**src/dllm_pkg.sv**
```systemverilog
// ----------------------------------------------------------------------------
// dllm_pkg
// shared types and constants of the decaying load latency monitor
// ----------------------------------------------------------------------------
package dllm_pkg;

    localparam int unsigned SumW   = 64;
    localparam int unsigned CntW   = 32;
    localparam int unsigned AddrW  = 3;

    localparam logic [AddrW-1:0] AddrTargetAvg  = 3'd0;
    localparam logic [AddrW-1:0] AddrTargetPeak = 3'd4;

    typedef struct packed {
        logic clear;
        logic decay;
        logic update;
        logic div_start;
        logic load_out;
    } dllm_cmd_t;

    typedef struct packed {
        logic stale;
        logic same;
        logic steps_done;
        logic div_done;
    } dllm_status_t;

endpackage

```
**src/dllm_ctrl.sv**
```systemverilog
// ----------------------------------------------------------------------------
// dllm_ctrl
// sequencer: time check, decay steps, update, division, output
// ----------------------------------------------------------------------------
module dllm_ctrl
    import dllm_pkg::*;
(
    input  logic         clk,
    input  logic         rst_n,
    input  logic         in_valid,
    output logic         in_ready,
    input  logic         out_busy,
    input  dllm_status_t status,
    output dllm_cmd_t    cmd
);

    localparam logic [2:0] S_IDLE  = 3'd0;
    localparam logic [2:0] S_CHECK = 3'd1;
    localparam logic [2:0] S_DECAY = 3'd2;
    localparam logic [2:0] S_UPD   = 3'd3;
    localparam logic [2:0] S_DIV   = 3'd4;
    localparam logic [2:0] S_WAIT  = 3'd5;
    localparam logic [2:0] S_OUT   = 3'd6;

    logic [2:0] state_reg, state_next;

    always_ff @(posedge clk or negedge rst_n)
    begin
        if (!rst_n)
            state_reg <= S_IDLE;
        else
            state_reg <= state_next;
    end

    always_comb
    begin
        state_next = state_reg;
        cmd        = '0;
        in_ready   = 1'b0;
        unique case (state_reg)
            S_IDLE:
            begin
                in_ready = 1'b1;
                if (in_valid)
                    state_next = S_CHECK;
            end
            S_CHECK:
            begin
                if (status.stale)
                begin
                    cmd.clear  = 1'b1;
                    state_next = S_UPD;
                end
                else if (status.same)
                    state_next = S_UPD;
                else
                    state_next = S_DECAY;
            end
            S_DECAY:
            begin
                cmd.decay = 1'b1;
                if (status.steps_done)
                    state_next = S_UPD;
            end
            S_UPD:
            begin
                cmd.update = 1'b1;
                state_next = S_DIV;
            end
            S_DIV:
            begin
                cmd.div_start = 1'b1;
                state_next    = S_WAIT;
            end
            S_WAIT:
            begin
                if (status.div_done)
                    state_next = S_OUT;
            end
            S_OUT:
            begin
                if (!out_busy)
                begin
                    cmd.load_out = 1'b1;
                    state_next   = S_IDLE;
                end
            end
            default: state_next = S_IDLE;
        endcase
    end

endmodule

```
**src/dllm_div.sv**
```systemverilog
// ----------------------------------------------------------------------------
// dllm_div
// restoring divider, 64-bit dividend by 34-bit divisor, one bit per cycle
// ----------------------------------------------------------------------------
module dllm_div
    import dllm_pkg::*;
(
    input  logic            clk,
    input  logic            rst_n,
    input  logic            start,
    input  logic [SumW-1:0] dividend,
    input  logic [33:0]     divisor,
    output logic [SumW-1:0] quotient,
    output logic            done
);

    logic [SumW-1:0] quo_reg;
    logic [34:0]     rem_reg;
    logic [33:0]     dvs_reg;
    logic [6:0]      cnt_reg;
    logic            busy_reg;
    logic [34:0]     trial;
    logic [35:0]     diff;

    assign trial    = {rem_reg[33:0], quo_reg[SumW-1]};
    assign diff     = {1'b0, trial} - {2'b00, dvs_reg};
    assign quotient = quo_reg;
    assign done     = !busy_reg && !start;

    always_ff @(posedge clk or negedge rst_n)
    begin
        if (!rst_n)
        begin
            busy_reg <= 1'b0;
            cnt_reg  <= '0;
        end
        else if (start)
        begin
            busy_reg <= 1'b1;
            cnt_reg  <= 7'(SumW);
        end
        else if (busy_reg)
        begin
            cnt_reg <= cnt_reg - 7'd1;
            if (cnt_reg == 7'd1)
                busy_reg <= 1'b0;
        end
    end

    always_ff @(posedge clk)
    begin
        if (start)
        begin
            quo_reg <= dividend;
            rem_reg <= '0;
            dvs_reg <= divisor;
        end
        else if (busy_reg)
        begin
            if (!diff[35])
            begin
                rem_reg <= diff[34:0];
                quo_reg <= {quo_reg[SumW-2:0], 1'b1};
            end
            else
            begin
                rem_reg <= trial;
                quo_reg <= {quo_reg[SumW-2:0], 1'b0};
            end
        end
    end

endmodule

```
**src/dllm_datapath.sv**
```systemverilog
// ----------------------------------------------------------------------------
// dllm_datapath
// decaying sums, registers, two dividers and output register
// ----------------------------------------------------------------------------
module dllm_datapath
    import dllm_pkg::*;
#(
    parameter int unsigned STALE_SECONDS = 8
)
(
    input  logic               clk,
    input  logic               rst_n,
    input  logic               in_fire,
    input  logic [31:0]        now_seconds,
    input  logic               count_job,
    input  logic               has_latency,
    input  logic [19:0]        latency_ms,
    input  logic [31:0]        target_avg,
    input  logic [31:0]        target_peak,
    input  dllm_cmd_t          cmd,
    output dllm_status_t       status,
    input  logic               out_ready,
    output logic               out_valid,
    output logic               out_busy,
    output logic [29:0]        job_rate,
    output logic [31:0]        latency_avg,
    output logic [31:0]        latency_peak,
    output logic               over_target
);

    localparam int unsigned StepW = $clog2(STALE_SECONDS + 1);

    logic [CntW-1:0] job_reg, evt_reg, last_reg, now_reg;
    logic [SumW-1:0] tot_reg, pk_reg;
    logic            cj_reg, hl_reg;
    logic [19:0]     ms_reg;
    logic [StepW-1:0] steps_reg;

    logic [32:0]     diff_t;
    logic [SumW-1:0] tot_add, pk_add;
    logic [CntW-1:0] evt_inc;
    logic [54:0]     floor_pk;
    logic [19:0]     ms_eff;
    logic [SumW-1:0] q_avg, q_pk;
    logic            d0, d1;
    logic            out_valid_reg;

    assign diff_t = {1'b0, now_reg} - {1'b0, last_reg};
    assign status.same  = (now_reg == last_reg);
    assign status.stale = (now_reg < last_reg) ||
                          (diff_t > 33'(STALE_SECONDS));
    assign status.steps_done = (steps_reg == StepW'(1));
    assign status.div_done   = d0 && d1;

    assign ms_eff  = (ms_reg == 20'd1) ? 20'd0 : ms_reg;
    assign evt_inc = (evt_reg == '1) ? evt_reg : evt_reg + 32'd1;
    assign tot_add = (tot_reg > ~{44'd0, ms_eff}) ? '1 : tot_reg + {44'd0, ms_eff};
    assign pk_add  = (pk_reg > ~{44'd0, ms_eff}) ? '1 : pk_reg + {44'd0, ms_eff};
    assign floor_pk = 55'({evt_inc, 2'b00}) * 55'(ms_eff);

    // elapsed seconds, counted down while decaying
    always_ff @(posedge clk or negedge rst_n)
    begin
        if (!rst_n)
            steps_reg <= '0;
        else if (cmd.decay)
            steps_reg <= steps_reg - StepW'(1);
        else
            steps_reg <= StepW'(diff_t);
    end

    always_ff @(posedge clk or negedge rst_n)
    begin
        if (!rst_n)
        begin
            job_reg   <= '0;
            evt_reg   <= '0;
            tot_reg   <= '0;
            pk_reg    <= '0;
            last_reg  <= '0;
        end
        else if (cmd.clear)
        begin
            job_reg  <= '0;
            evt_reg  <= '0;
            tot_reg  <= '0;
            pk_reg   <= '0;
            last_reg <= now_reg;
        end
        else if (cmd.decay)
        begin
            job_reg <= job_reg - 32'((33'(job_reg) + 33'd3) >> 2);
            evt_reg <= evt_reg - 32'((33'(evt_reg) + 33'd3) >> 2);
            tot_reg <= tot_reg - (tot_reg >> 2);
            pk_reg  <= pk_reg - (pk_reg >> 2);
        end
        else if (cmd.update)
        begin
            last_reg  <= now_reg;
            if (cj_reg && job_reg != '1)
                job_reg <= job_reg + 32'd1;
            if (hl_reg)
            begin
                evt_reg <= evt_inc;
                tot_reg <= tot_add;
                pk_reg  <= (pk_add < {9'd0, floor_pk}) ? {9'd0, floor_pk} : pk_add;
            end
        end
    end

    always_ff @(posedge clk)
    begin
        if (in_fire)
        begin
            now_reg <= now_seconds;
            cj_reg  <= count_job;
            hl_reg  <= has_latency;
            ms_reg  <= latency_ms;
        end
    end

    dllm_div u_div_avg (
        .clk(clk), .rst_n(rst_n), .start(cmd.div_start), .dividend(tot_reg),
        .divisor({evt_reg, 2'b00}), .quotient(q_avg), .done(d0)
    );

    dllm_div u_div_pk (
        .clk(clk), .rst_n(rst_n), .start(cmd.div_start), .dividend(pk_reg),
        .divisor({evt_reg, 2'b00}), .quotient(q_pk), .done(d1)
    );

    logic nz;
    assign nz = (evt_reg != '0);

    always_ff @(posedge clk or negedge rst_n)
    begin
        if (!rst_n)
            out_valid_reg <= 1'b0;
        else if (cmd.load_out)
            out_valid_reg <= 1'b1;
        else if (out_ready)
            out_valid_reg <= 1'b0;
    end

    always_ff @(posedge clk)
    begin
        if (cmd.load_out)
        begin
            job_rate     <= job_reg[31:2];
            latency_avg  <= !nz ? 32'd0 : ((q_avg[63:32] != '0) ? '1 : q_avg[31:0]);
            latency_peak <= !nz ? 32'd0 : ((q_pk[63:32] != '0) ? '1 : q_pk[31:0]);
            over_target  <= nz && (((target_peak != '0) && (q_pk > {32'd0, target_peak})) ||
                                   ((target_avg != '0) && (q_avg > {32'd0, target_avg})));
        end
    end

    assign out_valid = out_valid_reg;
    assign out_busy  = out_valid_reg && !out_ready;

endmodule

```
**src/decaying_load_latency_monitor.sv**
```systemverilog
// ----------------------------------------------------------------------------
// decaying_load_latency_monitor
// decaying job load and latency sums with average and peak estimates
// ----------------------------------------------------------------------------
// an accepted word passes the time check, one decay step per elapsed second
// (at most STALE_SECONDS), the update and both divisions, plus any wait for the output
// a new word is accepted only once the previous one has left the sequencer, which
// waits for the bit-serial 64-bit dividers
// a result may wait in the output register while the next word is accepted
// asynchronous active-low reset clears all sums, last second and targets
module decaying_load_latency_monitor
    import dllm_pkg::*;
#(
    parameter int unsigned STALE_SECONDS = 8
)
(
    input  logic             clk,
    input  logic             rst_n,
    input  logic             psel,
    input  logic             penable,
    input  logic             pwrite,
    input  logic [AddrW-1:0] paddr,
    input  logic [31:0]      pwdata,
    output logic [31:0]      prdata,
    output logic             pready,
    input  logic             in_valid,
    output logic             in_ready,
    input  logic [31:0]      now_seconds,
    input  logic             count_job,
    input  logic             has_latency,
    input  logic [19:0]      latency_ms,
    output logic             out_valid,
    input  logic             out_ready,
    output logic [29:0]      job_rate,
    output logic [31:0]      latency_avg,
    output logic [31:0]      latency_peak,
    output logic             over_target
);

    logic [31:0]  target_avg_reg, target_peak_reg;
    dllm_cmd_t    cmd;
    dllm_status_t status;
    logic         out_busy;

    assign pready = 1'b1;

    always_ff @(posedge clk or negedge rst_n)
    begin
        if (!rst_n)
        begin
            target_avg_reg  <= '0;
            target_peak_reg <= '0;
        end
        else if (psel && penable && pwrite)
        begin
            unique case (paddr)
                AddrTargetAvg:  target_avg_reg  <= pwdata;
                AddrTargetPeak: target_peak_reg <= pwdata;
                default: ;
            endcase
        end
    end

    always_comb
    begin
        unique case (paddr)
            AddrTargetAvg:  prdata = target_avg_reg;
            AddrTargetPeak: prdata = target_peak_reg;
            default:        prdata = '0;
        endcase
    end

    dllm_ctrl u_ctrl (
        .clk(clk), .rst_n(rst_n), .in_valid(in_valid), .in_ready(in_ready),
        .out_busy(out_busy), .status(status), .cmd(cmd)
    );

    dllm_datapath #(.STALE_SECONDS(STALE_SECONDS)) u_dp (
        .clk(clk), .rst_n(rst_n), .in_fire(in_valid && in_ready),
        .now_seconds(now_seconds), .count_job(count_job),
        .has_latency(has_latency), .latency_ms(latency_ms),
        .target_avg(target_avg_reg), .target_peak(target_peak_reg),
        .cmd(cmd), .status(status), .out_ready(out_ready),
        .out_valid(out_valid), .out_busy(out_busy), .job_rate(job_rate),
        .latency_avg(latency_avg), .latency_peak(latency_peak),
        .over_target(over_target)
    );

endmodule

```
**config.mk**
```make
export PLATFORM = sky130hd
export DESIGN_NAME = decaying_load_latency_monitor
export DESIGN_NICKNAME = d
export VERILOG_FILES = /design/src/dllm_pkg.sv /design/src/dllm_ctrl.sv /design/src/dllm_div.sv /design/src/dllm_datapath.sv /design/src/decaying_load_latency_monitor.sv
export SDC_FILE = /design/constraint.sdc
export NUM_CORES = 2
export LEC_CHECK = 0
export ABC_AREA = 1
export BUFFER_PORTS_ARGS = -buffer_cell sky130_fd_sc_hd__buf_2
export CORE_UTILIZATION = 59
export CTS_CLUSTER_DIAMETER = 120
export DETAILED_ROUTE_END_ITERATION = 10
export GPL_TIMING_DRIVEN = 0
export HOLD_SLACK_MARGIN = 0.08
export PLACE_DENSITY = 0.79
export SLEW_MARGIN = 40
export SYNTH_ARGS = -nofsm -noshare
export SYNTH_HDL_FRONTEND = slang
export SYNTH_SLANG_ARGS = --single-unit
```
**constraint.sdc**
```tcl
create_clock -name clk -period 10 [get_ports clk]
set_input_delay 2.5 -clock clk [delete_from_list [all_inputs] [get_ports clk]]
set_output_delay 2.5 -clock clk [all_outputs]
set_load 0.005 [all_outputs]
```
# Yosys cells after proc, flatten, opt, wreduce, memory -nomap -nowiden
# Index checks and enable logic that the tools add are counted.
# W data, S select, Z words.
# op_classes
n_addsub,16
multipliers,1
n_lt_le_gt_ge,7
n_eq_ne,19
n_mux,63
bitwise,1
reduce_logical,37
# ops
operator,n
$mux W64,15
$mux W32,14
$reduce_bool A32 Y1,5
$add A64 B20 Y64,2
$gt A64 B32 Y1,2
$gt A64 B64 Y1,2
$sub A64 B62 Y64,2
$sub A35 B34 Y36,2
$mux W34,2
$add A32 B2 Y33 const B,2
$add A32 B1 Y32 const B,2
$lt A64 B54 Y1,1
$not A20 Y64,1
$pmux W32 S2,1
$sub A32 B31 Y32,2
$mul A32 B20 Y52,1
$gt A33 B4 Y1 const B,1
$sub A32 B32 Y33,1
$eq A32 B32 Y1,1
$eq A32 B32 Y1 const B,1
$lt A32 B32 Y1,1
$ne A32 B32 Y1 const B,1
$mux W7,4
$pmux W3 S7,1
22 further kinds,77
# totals
register_bits,689
in_bits,96
out_inout_bits,130
wordCells,171

# Logic depth before layout (Yosys ltp)
# logic_depth
word_depth,11
mapped_depth,53
ltp_nobuf,52

# Modules after synthesis
# A second synthesis with hierarchy kept.
# unflattened
cells_unflattened,11297
area_unflattened_um2,80541.0
# modules_own_cells
mod,n_inst,cells_each,area_each_um2,seq_area_each_um2
dllm_datapath,1,8535,59922.5,10204.8
dllm_div,2,1144,8449.4,3823.7
decaying_load_latency_monitor,1,430,3453.3,1601.5
dllm_ctrl,1,44,266.5,75.1

# Worst setup path before layout
# Ideal clock, no wire load.
# synth_path
path_kind,flip-flop to flip-flop
startpoint,reg u_dp.evt_reg[0]
endpoint,reg u_dp.pk_reg[53]
setup_time_ns,0.116
arrival_time_ns,9.240
required_ns,9.884
path_slack_ns,0.644
path_stages_with_launch,49
path_buffers,4
period_less_slack_ns,9.356
cell_sequence,dfrtp_1 -> ha_1 -> inv_1 -> nor2_2 -> nand2_1 -> nor2_1 -> nand2_1 -> clkbuf_1 -> clkbuf_1 -> nand2_1 -> inv_1 -> clkbuf_1 -> nor2_1 -> fa_1 -> inv_1 -> fa_1 -> fa_1 -> inv_1 -> (+13 left out) -> a31oi_1 -> o21ai_0 -> xor2_1 -> inv_1 -> ha_1 -> a21oi_1 -> nor2_1 -> a211oi_1 -> o221ai_1 -> a21oi_1 -> nor2_4 -> nor2_8 -> nand2_8 -> buf_12 -> nand2_1 -> nand3_1 -> nand2_1 -> nand2_1
# synth_between
elab_chain_len,9
word_cells_on_any_way,10
classes_between,add/sub (1); mul (1); order compare (1); eq/ne (1); mux (6)
# synth_rtl
item,line_no,text
"start, declared",dllm_datapath.sv:33,"logic [CntW-1:0] job_reg, evt_reg, last_reg, now_reg;"
"start signal, assigned",dllm_datapath.sv:93,evt_reg <= evt_reg - 32'((33'(evt_reg) + 33'd3) >> 2);
"start signal, assigned",dllm_datapath.sv:104,evt_reg <= evt_inc;
$add A32 B1 Y32 or $eq A32 B32 Y1 (tied branches),dllm_datapath.sv:56,assign evt_inc = (evt_reg == '1) ? evt_reg : evt_reg + 32'd1;
$mux W32 (*),dllm_datapath.sv:56,
$mul A32 B20 Y52 (*),dllm_datapath.sv:59,"assign floor_pk = 55'({evt_inc, 2'b00}) * 55'(ms_eff);"
$lt A64 B54 Y1,dllm_datapath.sv:106,"pk_reg <= (pk_add < {9'd0, floor_pk}) ? {9'd0, floor_pk} : pk_add;"
$mux W64 (*),dllm_datapath.sv:106,
$mux W64 (*),dllm_datapath.sv:102,if (hl_reg)
$mux W64 (*),dllm_datapath.sv:97,else if (cmd.update)
$mux W64 (*),dllm_datapath.sv:90,else if (cmd.decay)
$mux W64 (*),dllm_datapath.sv:82,else if (cmd.clear)
"end signal, assigned",dllm_datapath.sv:95,pk_reg <= pk_reg - (pk_reg >> 2);
"end signal, assigned",dllm_datapath.sv:106,
"end, declared",dllm_datapath.sv:34,"logic [SumW-1:0] tot_reg, pk_reg;"
# Mark *: on every way between the ends. The rest lies on a longest branch, timed or not. The select of a mux whose other input is x is not followed.
# A chain may end at the register's enable or synchronous reset.

# Final worst setup path
# layout_path
startpoint,reg u_dp.evt_reg[23]
endpoint,reg u_dp.pk_reg[29]
# The elaborated chain is that of the path after synthesis.

==> results.sh <==
export IMPL_die_x_um=361
export IMPL_path_depth=50
export IMPL_cp_end_kind="register"
export IMPL_drc_errors=0
export IMPL_synth_edff_count=309
export IMPL_arrival_ps=10600
export IMPL_reg2reg_to="u_dp.pk_reg[29]"
export IMPL_worstPathMaxFanout=7
export IMPL_vias_per_cell=6.05
export IMPL_violations="setup timing"
export IMPL_core_area_mm2=0.128
export IMPL_avgSynthCellArea_um2=7.34
export IMPL_status="finished, violations left"
export IMPL_synthToLayoutAreaGrowth_pct=14.3
export IMPL_cts_buffer_depth=3
export IMPL_max_stage_delay_ps=600
export IMPL_syn_num_nets=11623
export IMPL_cp_top_family="adder cells"
export IMPL_synth_main_ff_cell="dfrtp_1"
export IMPL_ant_nets=0
export IMPL_timing_fmax_mhz=99.9
export IMPL_start_util=0.595
export IMPL_synth_distinct_cells=75
export IMPL_multi_input_area_mm2=0.0516
export IMPL_layout_nets=12147
export IMPL_tritoncts="yes"
export IMPL_cp_start_kind="register"
export IMPL_grt_setup_unrepaired="true"
export IMPL_max_cap_violations=0
export IMPL_grt_max_degree=70
export IMPL_yosys_area_top_type="fa_1"
export IMPL_clkTransAtPathRegs_ps=60
export IMPL_synth_async_reset_ratio=0.453
export IMPL_clockRootBuffer="clkbuf_16"
export IMPL_via_count=76414
export IMPL_critPathLaunch="u_dp.evt_reg[23]"
export IMPL_maxSlewViolCount=0
export IMPL_die_area_mm2=0.130
export IMPL_criticalPathCategory="reg2reg"
export IMPL_drt_wl_total_um=286000
export IMPL_gp_congestion=1.05
export IMPL_dp_hpwl_um=226000
export IMPL_worstMarginPinSlew_ps=1080
export IMPL_finalHoldViolCount=0
export IMPL_skew_ps=28.2
export IMPL_setup_slack_ps=-9.61
export IMPL_die_h_um=361
export IMPL_yosys_warnings=0
export IMPL_period_needed_ps=10010
export IMPL_grt_pass1_vias=73384
export IMPL_top_level_ports=226
export IMPL_layout_common_cells="nand2_1, inv_1, nor2_1"
export IMPL_drtIter0Drc=8800
export IMPL_netlist_instances=10372
export IMPL_regToRegStartpoint="u_dp.evt_reg[23]"
export IMPL_grt_pass1_wl_um=427000
export IMPL_layout_drive_gt1_share=0.119
export IMPL_synth_top_cell_area_share=0.143
export IMPL_cts_max_level=3
export IMPL_rows=131
export IMPL_yosys_top_cells_area="fa_1, edfxtp_1, nand2_1"
export IMPL_relSlewSlack=0.282
export IMPL_r2r_cells=50
export IMPL_slowest_stage="fa_2"
export IMPL_finalCritPeriodShare=1.00
export IMPL_dr_pass1_iters=9
export IMPL_critPathRequiredTime_ps=10590
export IMPL_ys_seq_area_frac=0.242
export IMPL_reg2reg_setup_slack_ps=-10
export IMPL_num_fill_cells=10764
export IMPL_ys_ff_latch=689
export IMPL_wl_per_cell_um=22.7
export IMPL_cts_buffers=82
export IMPL_setup_violations=3
export IMPL_postPlaceCellArea_mm2=0.0798
export IMPL_track_usage=0.428
export IMPL_worstSkewPairLatency_ps=730
export IMPL_timing_critical_path_buf_inv=15
export IMPL_fin_area_mm2=0.0870
export IMPL_clock_sinks=689
export IMPL_seqCellArea_mm2=0.0185
export IMPL_worst_hold_path_type="reg2reg"
export IMPL_placement_io_buffers=224
export IMPL_hold_start="u_dp.u_div_avg.rem_reg[33]"
export IMPL_layout_commonest_cell="nand2_1"
export IMPL_synthesis_area_mm2=0.0761
export IMPL_antenna_found_initial=10
export IMPL_overflow=0
export IMPL_endpoint="u_dp.pk_reg[29]"
area by class of cell:
cell class,count,share of cell area
antenna,4,0.000115
clock buffer,103,0.0250
inverter,1838,0.0810
multi-input combinational,7528,0.593
timing repair inverter,1,0.0000863
clock inverter,50,0.00607
sequential,689,0.212
tap,1662,0.0239
timing repair buffer,447,0.0373
buffer,309,0.0208
stage by stage:
| step | setup TNS [ps] | instances | setup WS (ps) | hold slack (ps) | util |
|---|---|---|---|---|---|
| finish | -17.4 | 12631 | -9.61 | 463 | 0.681 |
| CTS | 0 | 12495 | 0.0417 | 448 | 0.659 |
| detailed placement | -113840 | 12277 | -2300 | 447 | 0.624 |
| global placement | -132180 | 12258 | -2240 | 426 | 0.620 |
| floorplan | 0 | 10372 | 644 | 420 | - |
| global route | -10130 | 12628 | -224 | 462 | 0.681 |
cell families (layout without fill, tap and decap cells):
family                     after synthesis  count (layout)  share of synthesized area
xor gates and xnor gates               324             324                     0.0373
muxes                                    2               2                   0.000263
other                                    1               5                  0.0000493
adders and majority gates             1155            1155                      0.244
AOI/OAI and AO/OA                     1950            1950                      0.143
DFF                                    689             689                      0.242
buffers and inverters                 2156            2748                      0.109
and+or+nand+nor                       4095            4096                      0.225
metal layers:
layer / routed length (µm) / GRT usage / vias to the layer above
li1: - / - / 34616
met1: 109000 / 0.557 / 36231
met2: 125000 / 0.655 / 4446
met3: 32400 / 0.0980 / 1111
met4: 19800 / 0.251 / 10
met5: 161 / 0 / -
worst register-to-register path, delay by kind of cell, from the launching register on:
| family | cells | cell delay (ps) |
|---|---|---|
| adder cells (fa/ha/maj) | 9 | 4160 |
| flip-flops | 1 | 400 |
| XOR/XNOR | 1 | 200 |
| AND/OR/NAND/NOR | 18 | 2100 |
| AO/OA/AOI/OAI | 7 | 1130 |
| buffers and inverters | 15 | 1880 |
Yosys cell counts (68+ instances only):
cell / instances
nand4_1: 90
xor2_1: 207
o22ai_1: 100
fa_1: 545
ha_1: 610
nor4_1: 81
o21ai_0: 712
clkbuf_1: 233
a31oi_1: 83
o211ai_1: 85
inv_1: 1796
nor3_1: 127
nand3_1: 368
nor2_1: 930
nand2_1: 2332
edfxtp_1: 309
a21oi_1: 728
dfrtp_1: 312
dfxtp_1: 68
xnor2_1: 117
worst min-delay path by stage:
stage	end	slack, ps	cells after the start
finish	u_dp.u_div_avg.rem_reg[33]	460	2
global route	u_dp.u_div_avg.dvs_reg[33]	460	0
CTS	u_dp.u_div_avg.dvs_reg[33]	450	0
detailed placement	u_dp.u_div_avg.dvs_reg[33]	450	0
global placement	u_dp.u_div_avg.dvs_reg[33]	430	0
floorplan	u_dp.u_div_avg.dvs_reg[33]	420	0
timing repair:
action / 4_1_cts / 5_1_grt
pin swaps: 35 / 217
gates resized for setup: 332 / 392
endpoints found under the hold margin: 0 / 0
cloned: 4 / 3
hold buffers: 0 / 0
setup buffers: 70 / 127
endpoints found under the setup margin: 54 / 54
Power is left out: the tool's default activity adds up to more than one toggle a clock period on the data nets, which glitch-free logic cannot reach.
